[config.mk]
export PLATFORM = sky130hd
export DESIGN_NAME = sha256_stream_hasher
export DESIGN_NICKNAME = d
export VERILOG_FILES = /design/src/shs_pkg.sv /design/src/sha256_stream_hasher.sv
export SDC_FILE = /design/constraint.sdc
export NUM_CORES = 2
export LEC_CHECK = 0
export ABC_AREA = 0
export BUFFER_PORTS_ARGS = -buffer_cell sky130_fd_sc_hd__buf_2
export CAP_MARGIN = 20
export CELL_PAD_IN_SITES_DETAIL_PLACEMENT = 1
export CELL_PAD_IN_SITES_GLOBAL_PLACEMENT = 2
export CORE_ASPECT_RATIO = 0.5
export CORE_MARGIN = 1.5
export CORE_UTILIZATION = 45
export CTS_CLUSTER_SIZE = 30
export DETAILED_ROUTE_END_ITERATION = 7
export PLACE_DENSITY = 0.87
export SETUP_SLACK_MARGIN = 0.02
export SLEW_MARGIN = 20
export SYNTH_ARGS = -nofsm -noshare
export SYNTH_HDL_FRONTEND = slang
export SYNTH_SLANG_ARGS = --single-unit
[constraint.sdc]
create_clock -name clk -period 31.3 [get_ports clk]
set_input_delay 4.695 -clock clk [delete_from_list [all_inputs] [get_ports clk]]
set_output_delay 4.695 -clock clk [all_outputs]
set_load 0.05 [all_outputs]
[src/shs_pkg.sv]
`default_nettype none

package shs_pkg;

    // Sequencer states, one-hot
    typedef enum logic [4:0] {
        ST_IDLE   = 5'b00001,
        ST_PAD    = 5'b00010,
        ST_ROUND  = 5'b00100,
        ST_FINAL  = 5'b01000,
        ST_DIGEST = 5'b10000
    } shs_state_t;

    typedef logic [31:0] shs_word_t;

    localparam int unsigned NUM_WORDS  = 8;
    localparam int unsigned NUM_ROUNDS = 64;
    localparam logic [7:0]  PAD_MARK   = 8'h80;
    localparam logic [5:0]  LEN_START  = 6'd56;
    localparam logic [5:0]  FILL_LAST  = 6'd63;
    localparam logic [5:0]  ROUND_LAST = 6'd63;
    localparam logic [2:0]  WORD_LAST  = 3'd7;
    localparam logic [63:0] BITS_PER_BYTE = 64'd8;

    function automatic shs_word_t ror32(input shs_word_t x, input int unsigned n);
        ror32 = (x >> n) | (x << (32 - n));
    endfunction

    // Initial chaining values
    function automatic shs_word_t init_word(input logic [2:0] idx);
        case (idx)
            3'd0:    init_word = 32'h6a09e667;
            3'd1:    init_word = 32'hbb67ae85;
            3'd2:    init_word = 32'h3c6ef372;
            3'd3:    init_word = 32'ha54ff53a;
            3'd4:    init_word = 32'h510e527f;
            3'd5:    init_word = 32'h9b05688c;
            3'd6:    init_word = 32'h1f83d9ab;
            default: init_word = 32'h5be0cd19;
        endcase
    endfunction

    // Round constants
    function automatic shs_word_t round_k(input logic [5:0] idx);
        case (idx)
            6'd0:  round_k = 32'h428a2f98;  6'd1:  round_k = 32'h71374491;
            6'd2:  round_k = 32'hb5c0fbcf;  6'd3:  round_k = 32'he9b5dba5;
            6'd4:  round_k = 32'h3956c25b;  6'd5:  round_k = 32'h59f111f1;
            6'd6:  round_k = 32'h923f82a4;  6'd7:  round_k = 32'hab1c5ed5;
            6'd8:  round_k = 32'hd807aa98;  6'd9:  round_k = 32'h12835b01;
            6'd10: round_k = 32'h243185be;  6'd11: round_k = 32'h550c7dc3;
            6'd12: round_k = 32'h72be5d74;  6'd13: round_k = 32'h80deb1fe;
            6'd14: round_k = 32'h9bdc06a7;  6'd15: round_k = 32'hc19bf174;
            6'd16: round_k = 32'he49b69c1;  6'd17: round_k = 32'hefbe4786;
            6'd18: round_k = 32'h0fc19dc6;  6'd19: round_k = 32'h240ca1cc;
            6'd20: round_k = 32'h2de92c6f;  6'd21: round_k = 32'h4a7484aa;
            6'd22: round_k = 32'h5cb0a9dc;  6'd23: round_k = 32'h76f988da;
            6'd24: round_k = 32'h983e5152;  6'd25: round_k = 32'ha831c66d;
            6'd26: round_k = 32'hb00327c8;  6'd27: round_k = 32'hbf597fc7;
            6'd28: round_k = 32'hc6e00bf3;  6'd29: round_k = 32'hd5a79147;
            6'd30: round_k = 32'h06ca6351;  6'd31: round_k = 32'h14292967;
            6'd32: round_k = 32'h27b70a85;  6'd33: round_k = 32'h2e1b2138;
            6'd34: round_k = 32'h4d2c6dfc;  6'd35: round_k = 32'h53380d13;
            6'd36: round_k = 32'h650a7354;  6'd37: round_k = 32'h766a0abb;
            6'd38: round_k = 32'h81c2c92e;  6'd39: round_k = 32'h92722c85;
            6'd40: round_k = 32'ha2bfe8a1;  6'd41: round_k = 32'ha81a664b;
            6'd42: round_k = 32'hc24b8b70;  6'd43: round_k = 32'hc76c51a3;
            6'd44: round_k = 32'hd192e819;  6'd45: round_k = 32'hd6990624;
            6'd46: round_k = 32'hf40e3585;  6'd47: round_k = 32'h106aa070;
            6'd48: round_k = 32'h19a4c116;  6'd49: round_k = 32'h1e376c08;
            6'd50: round_k = 32'h2748774c;  6'd51: round_k = 32'h34b0bcb5;
            6'd52: round_k = 32'h391c0cb3;  6'd53: round_k = 32'h4ed8aa4a;
            6'd54: round_k = 32'h5b9cca4f;  6'd55: round_k = 32'h682e6ff3;
            6'd56: round_k = 32'h748f82ee;  6'd57: round_k = 32'h78a5636f;
            6'd58: round_k = 32'h84c87814;  6'd59: round_k = 32'h8cc70208;
            6'd60: round_k = 32'h90befffa;  6'd61: round_k = 32'ha4506ceb;
            6'd62: round_k = 32'hbef9a3f7;  default: round_k = 32'hc67178f2;
        endcase
    endfunction

endpackage

`default_nettype wire

[src/sha256_stream_hasher.sv]
// SHA-256 hasher, one message byte per input request.
// A byte that does not complete a block does not hold the input; one that completes a block
// holds it while the block runs 64 rounds on one shared round unit, then the hash add.
// End of message: pad to the block end and compress (two blocks when fill >= 56),
// then eight digest words, one per accepted output request.
// Reset (asynchronous, rst_n low) loads the initial hash values and clears fill and length.
`default_nettype none

module sha256_stream_hasher
    import shs_pkg::*;
(
    input  wire logic        clk,
    input  wire logic        rst_n,
    input  wire logic [7:0]  s_axis_tdata,   // [7:0] data_byte
    input  wire logic        s_axis_tuser,   // [0] has_byte
    input  wire logic        s_axis_tlast,   // end_of_message
    input  wire logic        s_axis_tvalid,
    output logic             s_axis_tready,
    output logic [31:0]      m_axis_tdata,   // [31:0] digest_word
    output logic [2:0]       m_axis_tuser,   // [2:0] word_index
    output logic             m_axis_tlast,   // last_word
    output logic             m_axis_tvalid,
    input  wire logic        m_axis_tready
);

    shs_state_t  state_reg, state_next;
    shs_word_t   hash_reg [NUM_WORDS];
    shs_word_t   hash_next [NUM_WORDS];
    shs_word_t   work_reg [NUM_WORDS];
    shs_word_t   work_next [NUM_WORDS];
    logic [511:0] blk_reg, blk_next;
    logic [5:0]  fill_reg, fill_next;
    logic [63:0] len_reg, len_next;
    logic [5:0]  rnd_reg, rnd_next;
    logic [2:0]  idx_reg, idx_next;
    logic        pad_reg, pad_next;
    logic        mark_reg, mark_next;
    logic        lenph_reg, lenph_next;

    logic        in_fire, out_fire;
    logic        shift_en;
    logic [7:0]  shift_byte;
    shs_word_t   w_cur, w_new;
    shs_word_t   s0_sched, s1_sched;
    shs_word_t   sum1, sum0, ch, maj, t1, t2;

    assign s_axis_tready = (state_reg == ST_IDLE);
    assign in_fire       = s_axis_tvalid && s_axis_tready;
    assign m_axis_tvalid = (state_reg == ST_DIGEST);
    assign out_fire      = m_axis_tvalid && m_axis_tready;
    assign m_axis_tdata  = hash_reg[idx_reg];
    assign m_axis_tuser  = idx_reg;
    assign m_axis_tlast  = (idx_reg == WORD_LAST);

    // Message schedule: the block register doubles as the 16-word window
    assign w_cur    = blk_reg[511:480];
    assign s0_sched = ror32(blk_reg[479:448], 7) ^ ror32(blk_reg[479:448], 18)
                    ^ (blk_reg[479:448] >> 3);
    assign s1_sched = ror32(blk_reg[63:32], 17) ^ ror32(blk_reg[63:32], 19)
                    ^ (blk_reg[63:32] >> 10);
    assign w_new    = s1_sched + blk_reg[223:192] + s0_sched + w_cur;

    // Shared round unit
    assign sum1 = ror32(work_reg[4], 6) ^ ror32(work_reg[4], 11) ^ ror32(work_reg[4], 25);
    assign ch   = (work_reg[4] & work_reg[5]) ^ (~work_reg[4] & work_reg[6]);
    assign t1   = work_reg[7] + sum1 + ch + round_k(rnd_reg) + w_cur;
    assign sum0 = ror32(work_reg[0], 2) ^ ror32(work_reg[0], 13) ^ ror32(work_reg[0], 22);
    assign maj  = (work_reg[0] & work_reg[1]) ^ (work_reg[0] & work_reg[2])
                ^ (work_reg[1] & work_reg[2]);
    assign t2   = sum0 + maj;

    // Sequencer
    always_comb
    begin
        state_next = state_reg;
        hash_next  = hash_reg;
        work_next  = work_reg;
        blk_next   = blk_reg;
        fill_next  = fill_reg;
        len_next   = len_reg;
        rnd_next   = rnd_reg;
        idx_next   = idx_reg;
        pad_next   = pad_reg;
        mark_next  = mark_reg;
        lenph_next = lenph_reg;
        shift_en   = 1'b0;
        shift_byte = s_axis_tdata;

        case (state_reg)
            ST_IDLE:
            begin
                if (in_fire)
                begin
                    pad_next = s_axis_tlast;
                    if (s_axis_tuser)
                    begin
                        shift_en = 1'b1;
                        len_next = len_reg + BITS_PER_BYTE;
                    end
                    if (s_axis_tuser && (fill_reg == FILL_LAST))
                    begin
                        state_next = ST_ROUND;
                        work_next  = hash_reg;
                        rnd_next   = '0;
                    end
                    else if (s_axis_tlast)
                    begin
                        state_next = ST_PAD;
                    end
                end
            end

            ST_PAD:
            begin
                // Append marker, zeros, then the bit length, most significant byte first
                shift_en = 1'b1;
                if (!mark_reg)
                begin
                    shift_byte = PAD_MARK;
                    mark_next  = 1'b1;
                end
                else if (lenph_reg || (fill_reg == LEN_START))
                begin
                    shift_byte = len_reg[63:56];
                    lenph_next = 1'b1;
                    len_next   = {len_reg[55:0], 8'h00};
                end
                else
                begin
                    shift_byte = 8'h00;
                end
                if (fill_reg == FILL_LAST)
                begin
                    state_next = ST_ROUND;
                    work_next  = hash_reg;
                    rnd_next   = '0;
                end
            end

            ST_ROUND:
            begin
                work_next[7] = work_reg[6];
                work_next[6] = work_reg[5];
                work_next[5] = work_reg[4];
                work_next[4] = work_reg[3] + t1;
                work_next[3] = work_reg[2];
                work_next[2] = work_reg[1];
                work_next[1] = work_reg[0];
                work_next[0] = t1 + t2;
                blk_next     = {blk_reg[479:0], w_new};
                rnd_next     = rnd_reg + 6'd1;
                if (rnd_reg == ROUND_LAST)
                begin
                    state_next = ST_FINAL;
                end
            end

            ST_FINAL:
            begin
                for (int i = 0; i < NUM_WORDS; i++)
                begin
                    hash_next[i] = hash_reg[i] + work_reg[i];
                end
                if (lenph_reg)
                begin
                    state_next = ST_DIGEST;
                    idx_next   = '0;
                end
                else if (pad_reg)
                begin
                    state_next = ST_PAD;
                end
                else
                begin
                    state_next = ST_IDLE;
                end
            end

            ST_DIGEST:
            begin
                if (out_fire)
                begin
                    idx_next = idx_reg + 3'd1;
                    if (idx_reg == WORD_LAST)
                    begin
                        // Return to the initial state for the next message
                        for (int i = 0; i < NUM_WORDS; i++)
                        begin
                            hash_next[i] = init_word(i[2:0]);
                        end
                        len_next   = '0;
                        fill_next  = '0;
                        pad_next   = 1'b0;
                        mark_next  = 1'b0;
                        lenph_next = 1'b0;
                        state_next = ST_IDLE;
                    end
                end
            end

            default:
            begin
                state_next = ST_IDLE;
            end
        endcase

        // Shift one byte into the block register
        if (shift_en)
        begin
            blk_next  = {blk_reg[503:0], shift_byte};
            fill_next = fill_reg + 6'd1;
        end
    end

    // Control and chaining state
    always_ff @(posedge clk or negedge rst_n)
    begin
        if (!rst_n)
        begin
            state_reg <= ST_IDLE;
            for (int i = 0; i < NUM_WORDS; i++)
            begin
                hash_reg[i] <= init_word(i[2:0]);
            end
            fill_reg  <= '0;
            len_reg   <= '0;
            rnd_reg   <= '0;
            idx_reg   <= '0;
            pad_reg   <= 1'b0;
            mark_reg  <= 1'b0;
            lenph_reg <= 1'b0;
        end
        else
        begin
            state_reg <= state_next;
            hash_reg  <= hash_next;
            fill_reg  <= fill_next;
            len_reg   <= len_next;
            rnd_reg   <= rnd_next;
            idx_reg   <= idx_next;
            pad_reg   <= pad_next;
            mark_reg  <= mark_next;
            lenph_reg <= lenph_next;
        end
    end

    // Block and working variables
    always_ff @(posedge clk)
    begin
        blk_reg  <= blk_next;
        work_reg <= work_next;
    end

endmodule

`default_nettype wire

# [Word level (Yosys, flattened, before mapping)]
# Memory sizes are Yosys's and may differ from the RTL's.
# Index checks and enable logic that the tools add are counted.
[op_classes] muxes=54 order_cmp=1 n_eq_ne=20 bitwise=28 n_reduce_logical=22 addsub=22
[op_table] op="two-way mux 256 bit" count=5
[op_table] op="two-way mux 512 bit" count=2
[op_table] op="one-hot mux 256 bit (3 select lines)" count=1
[op_table] op="adder 32 bit" count=18
[op_table] op="one-hot mux 256 bit (2 select lines)" count=1
[op_table] op="two-way mux 64 bit" count=6
[op_table] op="bitwise XOR 32 bit" count=9
[op_table] op="one-hot mux 64 bit (3 select lines)" count=1
[op_table] op="AND 32 bit" count=5
[op_table] op="binary-select mux 32 bit (select 3 bit)" count=1
[op_table] op="adder 64 x 4 -> 64 bit, second input constant" count=1
[op_table] op="two-way mux 32 bit" count=2
[op_table] op="two-way mux 6 bit" count=7
[op_table] op="two-way mux 5 bit" count=8
[op_table] op="inverter 32 bit" count=1
[op_table] op="OR 10 x 32 -> 32 bit" count=1
[op_table] op="OR 13 x 32 -> 32 bit" count=1
[op_table] op="OR 14 x 32 -> 32 bit" count=1
[op_table] op="OR 15 x 32 -> 32 bit" count=1
[op_table] op="OR 19 x 32 -> 32 bit" count=1
[op_table] op="OR 21 x 32 -> 32 bit" count=1
[op_table] op="OR 25 x 32 -> 32 bit" count=1
[op_table] op="OR 26 x 32 -> 32 bit" count=1
[op_table] op="OR 30 x 32 -> 32 bit" count=1
[op_table] op="other kinds (34)" count=70
[totals] romBits=2048 word_cells=173 out_inout_bits=38 n_memories=1 reg_bits=1111 in_bits=14
[memory_table] memory="(no name shown)" words=64 width=32 read_ports=1 rd_clocked_by_memory_dff=0 wr=0 line="shs_pkg.sv:45" source="case (idx)"

# [Logic depth before layout (Yosys ltp)]
[logic_depth] ltp_word=9 ltp_mapped=37 depth_no_buf=35

# [Worst setup path before layout]
# Ideal clock, no wire load.
[synth_path] path_kind="input-to-reg" start="in s_axis_tuser" end="reg blk_reg[0] (enable)" path_slack_ps=13595 setup_ps=3632 n_path_buf=3 path_stages=6 required_ps=27668 t_arrival_ps=14073 path_cell_list="and3_1 -> buf_2 -> nor2_1 -> clkbuf_1 -> clkbuf_1 -> nand2_1"
[synth_between] elab_chain_cells=4
[synth_rtl] element="start, declared" line="sha256_stream_hasher.sv:15" source="input wire logic s_axis_tuser,"
[synth_rtl] element="two-way mux 1 bit" line="sha256_stream_hasher.sv:95" source="if (s_axis_tuser)"
[synth_rtl] element="two-way mux 1 bit" line="sha256_stream_hasher.sv:92" source="if (in_fire)"
[synth_rtl] element="one-hot mux 1 bit (2 select lines)" line="sha256_stream_hasher.sv:89" source="case (state_reg)"
[synth_rtl] element="nonzero test 2 bit (no source line)"
[synth_rtl] element="end signal, assigned" line="sha256_stream_hasher.sv:250" source="blk_reg <= blk_next;"
[synth_rtl] element="end, declared" line="sha256_stream_hasher.sv:31" source="logic [511:0] blk_reg, blk_next;"
# Every way passes these cells.
# A chain may end at the register's enable or synchronous reset.

==> results.py <==
metrics = {
    "setup_path": {
        "cp_top_family": "compound AO/OA/AOI/OAI gates",
        "slowest_delay_ns": 0.82,
        "cp_data_arrival_time_ns": 9.85,
        "crit_required_ns": 31.79,
        "cp_common_cell": "o21ai_0",
        "path_buf_inv": 2,
        "critical_path_class": "reg2reg",
        "cp_max_fo": 17,
        "cp-start-kind": "flip-flop",
        "crit_path_end_kind": "flip-flop",
        "crit_slowest_cell": "ha_1",
    },
    "global_routing": {
        "grt_util_all_layers_pct": 30.1,
        "grt_pass1_wl_mm": 398,
        "grt_pass1_vias": 63100,
        "antenna_found_initial": 11,
        "grt-ovfl-total": 0,
        "grt_max_degree": 205,
    },
    "layout": {
        "multi_input_area_um2": 41800,
        "seq_area_um2": 31800,
        "post-route-util_pct": 48.7,
        "layout-drive-gt1-share_pct": 7.50,
        "fill_cells": 19500,
        "largest_register_ffs": 512,
        "area_growth_pct": 7.64,
        "nNetsFinal": 8921,
    },
    "floorplan": {
        "die_w_um": 588,
        "num_io_pins": 52,
        "die_area_um2": 174000,
        "dieHeight_um": 295,
        "start_util_pct": 45.3,
        "rows": 107,
        "coreArea_um2": 170000,
    },
    "clocking": {
        "insertion_delay_ns": 0.78,
        "tritoncts": "yes",
        "clk_pin_slew_ns": 0.07,
        "cts_max_path_buffers": 3,
        "clock_sinks": 1108,
        "cts-htree-levels": 3,
        "hold_buffers": 0,
        "cts_setup_buffers": 0,
        "post_cts_resized": 0,
        "clockRootBuffer": "clkbuf_16",
        "numCtsBuffers": 109,
    },
    "synthesis": {
        "syn_area_per_cell_um2": 9.00,
        "synth_edf_count": 768,
        "synth_most_common_cell": "nand2_1",
        "ys_seq_elements": 1108,
        "synth.area.top_cells": "edfxtp_1 (30%), nand2_1 (11%), dfrtp_1 (6.6%)",
        "syn_nets": 9167,
        "synth_top_area_cell": "edfxtp_1",
        "netlist_area_um2": 77000,
        "postSynth.asyncResetShare_pct": 30.7,
        "ys_warn_count": 0,
        "synth.top_cell.area_share_pct": 30.0,
        "ys.flop_type": "edfxtp_1",
        "synth_cell_types": 105,
        "synth_common_cells": "nand2_1 (2334), edfxtp_1 (768), a21oi_1 (493), o21ai_0 (475), inv_1 (455)",
        "seq_area_frac_synth_pct": 41.2,
        "postSynthCellCount": 8556,
    },
    "placement": {
        "place_congestion": 0.968,
        "io_buffer_count": 51,
        "dp_hpwl_mm": 192,
    },
    "drt": {
        "drc": 0,
        "drt_iter0_drc": 5373,
        "ant_nets": 0,
        "wire_per_inst_um": 24.7,
        "wirelength_mm": 264,
        "drt_pre_antenna_iters": 7,
        "vias": 62600,
        "vias_per_cell": 5.86,
    },
    "sta": {
        "relSlewSlack_pct": 26.4,
        "fmax_mhz": 107,
        "drv_slew": 0,
        "rsz0062_at_grt": "no",
        "hold_violations": 0,
        "period_share_pct": 29.9,
        "finalSetupTns_ns": 0,
        "post-route-min-period_ns": 9.36,
        "setup_viol": 0,
        "fin_skew_ns": 0.0399,
        "tightest_slew_ns": 1.10,
    },
    "run_status": {
        "status": "completed",
    },
    "power": {
        "power_density_nw_per_um2": 128,
        "p_leak_nw": 35.3,
        "ir_drop_mv": 0.138,
    },
    "hold_path": {
        "holdCritPathClass": "reg2reg",
    },
    "job": {
        "maxCapViolCount": 0,
    },
}
[worst register-to-register path: cells and delay by family (launching register included)]
family / cells / cell delay (ns)
buffers and inverters: 2 / 0.44
adders and majority gates: 5 / 2.56
AOI/OAI and AO/OA: 13 / 3.65
DFF: 1 / 0.77
and+or+nand+nor: 7 / 1.12
xor gates and xnor gates: 3 / 0.53
[final cells by class]
cell class | count | share of cell area [%]
repair buffers | 122 | 1.04
multi-input cells | 6510 | 50.4
diodes | 1 | 0.00302
well taps | 2289 | 3.46
clock inverters | 62 | 1.10
inverters | 459 | 2.09
flip-flops and latches | 1108 | 38.3
clock buffers | 143 | 3.54
[final timing paths]
check	slack, ns	endpoint	startpoint	cells after the start
worst max register to register	21.94	work_reg[255]$_DFFE_PP_	rnd_reg[1]$_DFFE_PN0P_	30
max in group asynchronous	25.13	hash_reg[171]$_DFFE_PN0P_	rst_n	3
min in group asynchronous	3.96	len_reg[33]$_DFFE_PN0P_	rst_n	1
worst max-delay path	21.94	work_reg[255]$_DFFE_PP_	rnd_reg[1]$_DFFE_PN0P_	30
worst min-delay path	0.51	mark_reg$_DFFE_PN0P_	mark_reg$_DFFE_PN0P_	2
worst min register to register	0.51	mark_reg$_DFFE_PN0P_	mark_reg$_DFFE_PN0P_	2
[where the power goes]
| group | leakage, nW | internal, mW | switching (mW) | total, mW |
|---|---|---|---|---|
| clock network | 1.85 | 0.823 | 0.642 | 1.47 |
| registers | 10.8 | 2.19 | 0.276 | 2.46 |
| logic | 22.7 | 2.46 | 4.19 | 6.65 |
| total | 35.3 | 5.47 | 5.11 | 10.6 |
[cell usage in the layout (no fill, tap or decap), drive strengths merged, types with 197 or more instances in the layout]
master and count:
xnor2 321, dfrtp 203, o21ai 652, a21oi 497, edfxtp 768, xor2 232
ha 400, nand2 2334, fa 197, inv 461, nor2 417
[metrics by stage]
stage	power [mW]	instance area [um^2]	setup slack [ns]	hold slack, ns	instances
after floorplan	7.23	77000	13.59	0.450	8556
after global placement	8.90	79000	21.79	0.478	10500
after detailed placement	9.03	79000	21.72	0.495	10500
after CTS	10.6	82900	22.01	0.510	10700
after global routing	11.4	82900	21.28	0.524	10700
final	10.6	82900	21.94	0.509	10700
[routing by layer]
metal | share of wire, % | track usage [%] | vias up
met5 | 0.0049 | 0 | -
met4 | 2.8 | 8.24 | 2
met3 | 5.7 | 4.02 | 332
met2 | 45 | 47.3 | 1564
met1 | 47 | 43.6 | 31800
li1 | - | - | 28900
[kinds of logic after synthesis]
family / after synthesis / synth area share [%]
compound gates: 1849 / 14.6
xor+xnor: 554 / 6.32
fa+ha+maj: 619 / 11.9
buf+inv: 938 / 4.60
flops: 1108 / 41.2
mux: 157 / 3.28
simple gates: 3331 / 18.0
(Power assumes the default switching activity.)
